$ cat src/rtl/bmua_pkg.sv
package bmua_pkg;

  localparam int unsigned ADDR_W = 13;
  localparam int unsigned OFF_W  = 3;
  localparam int unsigned BLK_W  = ADDR_W - OFF_W;
  localparam int unsigned DATA_W = 64;
  localparam int unsigned BYTE_W = 8;
  localparam int unsigned MEM_W  = DATA_W + 1;
  localparam int unsigned OP_W   = 2;
  localparam int unsigned ST_W   = 2;

  typedef enum logic [OP_W-1:0] {
    OP_READ_WORD  = 2'd0,
    OP_READ_BYTE  = 2'd1,
    OP_WRITE_WORD = 2'd2,
    OP_WRITE_BYTE = 2'd3
  } op_e;

  typedef enum logic [ST_W-1:0] {
    STATUS_OK         = 2'd0,
    STATUS_INVALID    = 2'd1,
    STATUS_MISALIGNED = 2'd2
  } status_e;

  typedef enum logic [2:0] {
    S_CLEAR,
    S_IDLE,
    S_DECODE,
    S_LO,
    S_HI
  } state_e;

  typedef enum logic [2:0] {
    RES_INVALID,
    RES_MISALIGNED,
    RES_OK_ZERO,
    RES_WORD_LO,
    RES_WORD_JOIN,
    RES_BYTE
  } res_e;

  typedef struct packed {
    logic load;
    logic clr_wr;
    logic rd_lo;
    logic rd_hi;
    logic wr_en;
    logic post;
    res_e res;
  } cmd_t;

  typedef struct packed {
    op_e  op;
    logic oob;
    logic next_oob;
    logic unaligned;
    logic rd_valid;
    logic out_free;
    logic clr_last;
  } sts_t;

endpackage

$ cat src/rtl/bmua_ctrl.sv
module bmua_ctrl (
  input  logic          clk_i,
  input  logic          rst_ni,
  input  logic          in_valid_i,
  output logic          in_ready_o,
  input  bmua_pkg::sts_t sts_i,
  output bmua_pkg::cmd_t cmd_o
);
  import bmua_pkg::*;

  state_e state_q, state_d;

  always_ff @(posedge clk_i or negedge rst_ni) begin
    if (!rst_ni) begin
      state_q <= S_CLEAR;
    end else begin
      state_q <= state_d;
    end
  end

  always_comb begin
    state_d = state_q;
    unique case (state_q)
      S_CLEAR: begin
        if (sts_i.clr_last) state_d = S_IDLE;
      end
      S_IDLE: begin
        if (in_valid_i) state_d = S_DECODE;
      end
      S_DECODE: begin
        if (!sts_i.oob && sts_i.op != OP_WRITE_WORD) begin
          state_d = S_LO;
        end else if (sts_i.out_free) begin
          state_d = S_IDLE;
        end
      end
      S_LO: begin
        if (sts_i.rd_valid && sts_i.op == OP_READ_WORD && sts_i.unaligned
            && !sts_i.next_oob) begin
          state_d = S_HI;
        end else if (sts_i.out_free) begin
          state_d = S_IDLE;
        end
      end
      S_HI: begin
        if (sts_i.out_free) state_d = S_IDLE;
      end
      default: state_d = S_CLEAR;
    endcase
  end

  always_comb begin
    cmd_o      = '0;
    cmd_o.res  = RES_INVALID;
    in_ready_o = 1'b0;
    unique case (state_q)
      S_CLEAR: begin
        cmd_o.clr_wr = 1'b1;
      end
      S_IDLE: begin
        in_ready_o = 1'b1;
        cmd_o.load = in_valid_i;
      end
      S_DECODE: begin
        if (sts_i.oob) begin
          cmd_o.post = sts_i.out_free;
          cmd_o.res  = RES_INVALID;
        end else if (sts_i.op == OP_WRITE_WORD) begin
          cmd_o.post = sts_i.out_free;
          if (sts_i.unaligned) begin
            cmd_o.res = RES_MISALIGNED;
          end else begin
            cmd_o.res   = RES_OK_ZERO;
            cmd_o.wr_en = sts_i.out_free;
          end
        end else begin
          cmd_o.rd_lo = 1'b1;
        end
      end
      S_LO: begin
        if (!sts_i.rd_valid && sts_i.op != OP_WRITE_BYTE) begin
          cmd_o.post = sts_i.out_free;
          cmd_o.res  = RES_INVALID;
        end else begin
          unique case (sts_i.op)
            OP_READ_BYTE: begin
              cmd_o.post = sts_i.out_free;
              cmd_o.res  = RES_BYTE;
            end
            OP_WRITE_BYTE, OP_WRITE_WORD: begin
              cmd_o.post  = sts_i.out_free;
              cmd_o.wr_en = sts_i.out_free;
              cmd_o.res   = RES_OK_ZERO;
            end
            OP_READ_WORD: begin
              if (!sts_i.unaligned) begin
                cmd_o.post = sts_i.out_free;
                cmd_o.res  = RES_WORD_LO;
              end else if (sts_i.next_oob) begin
                cmd_o.post = sts_i.out_free;
                cmd_o.res  = RES_INVALID;
              end else begin
                cmd_o.rd_hi = 1'b1;
              end
            end
            default: cmd_o.res = RES_INVALID;
          endcase
        end
      end
      S_HI: begin
        cmd_o.post = sts_i.out_free;
        cmd_o.res  = sts_i.rd_valid ? RES_WORD_JOIN : RES_INVALID;
      end
      default: cmd_o = '0;
    endcase
  end

endmodule

$ cat config.mk
export PLATFORM = sky130hd
export DESIGN_NAME = bmua_ctrl
export DESIGN_NICKNAME = d
export VERILOG_FILES = /design/src/rtl/bmua_pkg.sv /design/src/rtl/bmua_ctrl.sv
export SDC_FILE = /design/constraint.sdc
export NUM_CORES = 1
export LEC_CHECK = 0
export ABC_AREA = 0
export CAP_MARGIN = 20
export CORE_AREA = 2 2 39 41
export DETAILED_ROUTE_END_ITERATION = 6
export DIE_AREA = 0 0 41 43
export DONT_BUFFER_PORTS = 1
export SLEW_MARGIN = 10
export SYNTH_ARGS = -nofsm -noshare
export SYNTH_HDL_FRONTEND = slang
export SYNTH_SLANG_ARGS = --single-unit
$ cat constraint.sdc
create_clock -name clk_i -period 1.66 [get_ports clk_i]
set_clock_uncertainty 0.2 [all_clocks]
set_input_delay 0.166 -clock clk_i [delete_from_list [all_inputs] [get_ports clk_i]]
set_output_delay 0.166 -clock clk_i [all_outputs]
set_load 0.01 [all_outputs]
---- Word level (Yosys, flattened, before mapping) ----
Index checks and enable logic that the tools add are counted.
word-level totals
  flip-flop bits (word level) ............. 3
  input bits .............................. 11
  output and inout port bits .............. 10
  logic and storage cells ................. 54
operators by class
  equality and inequality tests ........... 11
  multiplexer cells ....................... 30
  reductions and logical operators ........ 12
operators with widths
  operator              count
  $pmux W4 S3           2
  $mux W3               6
  $mux W4               4
  $pmux W3 S5           1
  $mux W1               13
  $ne A2 B2 Y1 const B  4
  $eq A3 B2 Y1 const B  2
  $logic_and A1 B1 Y1   5
  $mux W5               1
  $eq A2 B2 Y1 const B  2
  $mux W2               2
  $eq A3 B1 Y1 const B  1
  $eq A3 B3 Y1 const B  1
  $logic_not A1 Y1      3
  $logic_not A3 Y1      1
  $eq A2 B1 Y1 const B  1
  $logic_not A2 Y1      1
  $pmux W1 S2           1
  $reduce_and A2 Y1     1
  $reduce_or A2 Y1      1

---- Depth between registers and ports, before layout ----
  depth in word-level cells ............... 6
  depth in mapped cells ................... 5
  gate-level depth less buffers ........... 4

---- Worst setup path before layout ----
Ideal clock, no wire load.
  kind .................................... register to output
  start point ............................. register state_q[2]
  end point ............................... output cmd_o[0] (netlist bit)
  data arrival time ....................... 1.244 ns
  data required time ...................... 1.294 ns
  slack ................................... 0.050 ns
  stages on the path, launching flop included .. 5
  buffers on the path ..................... 1
  path through ............................ dfrtp_1 -> buf_6 -> nand3b_4 -> or4_1 -> nand2_1
RTL lines
  item                    line             text
  start, declared         bmua_ctrl.sv:11  state_e state_q, state_d;
  start signal, assigned  bmua_ctrl.sv:17  state_q <= state_d;
  end, declared           bmua_ctrl.sv:7   output bmua_pkg::cmd_t cmd_o

==> out/summary.log <==
qor: synthesis.yosys_register_bits 3
qor: routing.route.top_layer_used met4
qor: worst_setup_path.number_of_gates_on_the_worst_path_with_buffers_counted 3
qor: worst_setup_path.last_element_of_the_critical_path cmd_o[0]
qor: final_layout.design.final.nets 77
qor: worst_setup_path.arrival 1410 ps
qor: clock_network.clk-insertion-delay-late 250 ps
qor: global_route.globalRouteTotalUtil 16.55%
qor: synthesis.gate_count_of_the_mapped_netlist 51
qor: global_route.grt_remaining_overflow 0
qor: worst_setup_path.worst_path_max_stage_delay 510 ps
qor: timing.setup-violations-final 7
qor: routing.detailedRoute.firstIterationViolations 13
qor: worst_setup_path.cell_by_cell_listing_of_the_critical_path nand3b_4, or4_4, nand2_2
qor: global_route.initial_antenna_violation_count 0
qor: routing.ant_nets 0
qor: clock_network.root_driver sky130_fd_sc_hd__clkbuf_4
qor: die.die_h 43 um
qor: final_layout.largest_register_ffs 3
qor: routing.route.detailed.wl_per_inst 15.86 um
qor: global_route.grt_max_degree 11
qor: die.starting_density 28.66%
qor: place.final_wtd_congestion 0.7926
qor: place.dp.final_hpwl 845 um
qor: final_layout.drive_gt1_share 38.46%
qor: synthesis.yosys.area.top_type sky130_fd_sc_hd__dfrtp_1
qor: place.placed_cell_area 447.9 um^2
qor: worst_setup_path.timing.critical_path.fanout_max 3
qor: timing.fin_ws -119.8 ps
qor: worst_setup_path.cp-start-kind flop
qor: timing.finalMaxSlewViolations 0
qor: min_path.min_path_cells 3
qor: worst_setup_path.timing.reg2reg.setup_slack 260 ps
qor: worst_setup_path.critical_path_type flop to output port
qor: timing.timing_hold_violations_final 0
qor: die.boundaryPins 21
qor: clock_network.clock_tree_from_tritoncts built
qor: clock_network.htreeDepth 1
qor: power.power.leakage 0.2337 nW
qor: synthesis.synth_area_per_cell 7.777 um^2
qor: clock_network.clock_path_buffers 2
qor: synthesis.yosys_warnings 0
qor: worst_setup_path.endpoint_kind output port
qor: synthesis.synth.top_cell.area_share 18.93%
qor: routing.wirelength 1285 um
qor: run_status.violations setup timing
qor: synthesis.synth.yosys.seq_area_share 18.93%
qor: final_layout.areaGrowthSynthToFinish 44.80%
qor: timing.finalCriticalPeriod 1780 ps
qor: run_status.run_status complete, but fails checks
qor: die.coreArea 1384 um^2
qor: clock_network.clk_transition_reported_paths 40 ps
qor: routing.wl_met3 132 um
qor: synthesis.synth_area 396.6 um^2
qor: final_layout.layout_common_cells sky130_fd_sc_hd__buf_4, sky130_fd_sc_hd__nor2_1, sky130_fd_sc_hd__dlygate4sd3_1, sky130_fd_sc_hd__nand2_1, sky130_fd_sc_hd__clkbuf_4
qor: final_layout.largest-register state_q
qor: place.port_buffers 0
qor: die.die_w 41 um
qor: routing.dr_total_vias 472
qor: clock_network.cts_buffers 3
qor: power.power.density 1435 nW/um^2
qor: global_route.grt_pass1_wl 1938 um
qor: routing.via_per_inst 5.827
qor: worst_setup_path.worstSetupStartpoint state_q[2]
qor: synthesis.synth_area_leaders sky130_fd_sc_hd__dfrtp_1, sky130_fd_sc_hd__nor2_1, sky130_fd_sc_hd__nor2b_1
qor: worst_setup_path.timing.rr.start state_q[1]
qor: worst_setup_path.critPathSlowestCell sky130_fd_sc_hd__or4_4
qor: min_path.min_path_type primary input to flop
qor: clock_network.tritoncts_num_sinks 3
qor: timing.slew_headroom 75.10%
qor: die.floorplan.rows 14
qor: timing.finalCritPeriodShare 107.2%
qor: power.peakVddDrop 0.3871 mV
qor: timing.max_clock_freq 561.9 MHz
qor: global_route.first_global_vias 442
qor: worst_setup_path.reg2reg_depth 4
qor: timing.rsz_0062_raised_after_global_routing true
qor: synthesis.post_synth_num_cell_types 31
qor: routing.first_pass_iters 4
qor: worst_setup_path.reg2reg_to state_q[0]
qor: final_layout.insertedDiodeCount 0
qor: timing.fin_setup_tns -412.2 ps
qor: worst_setup_path.critPathRequiredTime 1290 ps
qor: routing.wl_met2 624 um
qor: timing.tightestPinTransition 373.5 ps
qor: synthesis.synthesis.nets 62
qor: final_layout.finished_cell_area 574.3 um^2
qor: routing.wirelength_met1 489 um
qor: run.max_cap_viol_count 0
qor: worst_setup_path.worst_path_dominant_cell_family simple AND/OR/NAND/NOR gates
qor: worst_setup_path.cp.buffers_inverters 0
qor: routing.drt_drc_violations_left 0
qor: die.die_area 1763 um^2
qor: place.worst_slack_placed 83.45 ps
qor: final_layout.layout_commonest_cell sky130_fd_sc_hd__buf_4
qor: final_layout.largestRegisters state_q: 3 flops
[timing repair]
action                                 in CTS  in global routing
setup endpoints to repair                   8                  8
gates resized for setup                     9                  5
pin swaps                                   1                  1
setup buffers                               1                  0
hold buffers                                5                  0
endpoints found under the hold margin       6                  0
gates cloned                                0                  0
[routing by layer]
layer | track usage (%) | vias to the layer above
li1 | - | 221
met2 | 24.69 | 28
met3 | 2.618 | 5
met4 | 12.00 | 0
met5 | 0 | -
met1 | 20.19 | 218
[Yosys cell counts (all sizes together)]
cell     number
a21boi        1
dfrtp         3
o311a         1
buf           3
o22ai         1
o22a          1
nor2b         4
a22o          1
and2b         1
o221a         1
a21oi         2
o2bb2ai       1
nand2b        1
nand4b        1
o211ai        2
nand3b        3
a32o          1
o2111a        1
nand4         2
nor2          7
or4           1
inv           1
and2          1
nor3          1
or3b          1
nand3         1
nand2         5
mux2i         1
nor4          1
[through the flow]
step | util, % | hold slack [ps] | cells | power (mW)
4_1_cts | 39.87 | 7.724 | 81 | 0.7874
2_1_floorplan | - | -329.6 | 51 | 0.4520
3_5_place_dp | 32.37 | -329.5 | 71 | 0.5757
3_3_place_gp | 32.37 | -329.5 | 71 | 0.5674
5_1_grt | 41.50 | 42.93 | 81 | 0.8825
6_report | 41.50 | 13.63 | 81 | 0.8243
[layout make-up]
cell class / count / area, um^2
clock buffer: 4 / 26.28
fill: 150 / 809.5
inverter: 1 / 3.754
multi-input combinational: 44 / 337.8
sequential: 3 / 76.32
tap: 16 / 20.02
timing repair buffer: 13 / 110.1
[power breakdown]
group	internal, mW	switching, mW
sequential	0.102	0.0426
clock	0.0906	0.0465
combinational	0.263	0.279
[kinds of logic after synthesis]
family                 count (synthesis)  share of synthesized area (%)
AOI/OAI and AO/OA                     13                          27.13
buffers and inverters                  4                          6.308
DFF                                    3                          18.93
muxes                                  1                          2.524
and+or+nand+nor                       30                          45.11
[worst min path at each step]
stage / slack [ps] / end / startpoint
6_report: 10 / state_q[0] / sts_i[3]
2_1_floorplan: -330 / state_q[0] / rst_ni
3_5_place_dp: -330 / state_q[1] / rst_ni
5_1_grt: 40 / state_q[0] / sts_i[1]
4_1_cts: 8 / state_q[0] / sts_i[3]
3_3_place_gp: -330 / state_q[1] / rst_ni
[worst register-to-register path, cell delays in order (launching register included)]
cell	delay, ps
sky130_fd_sc_hd__dfrtp_1	410
sky130_fd_sc_hd__buf_4	200
sky130_fd_sc_hd__mux2i_1	120
sky130_fd_sc_hd__o22a_1	190
sky130_fd_sc_hd__o211ai_1	180
No activity file was read; power rests on OpenSTA's default activity.
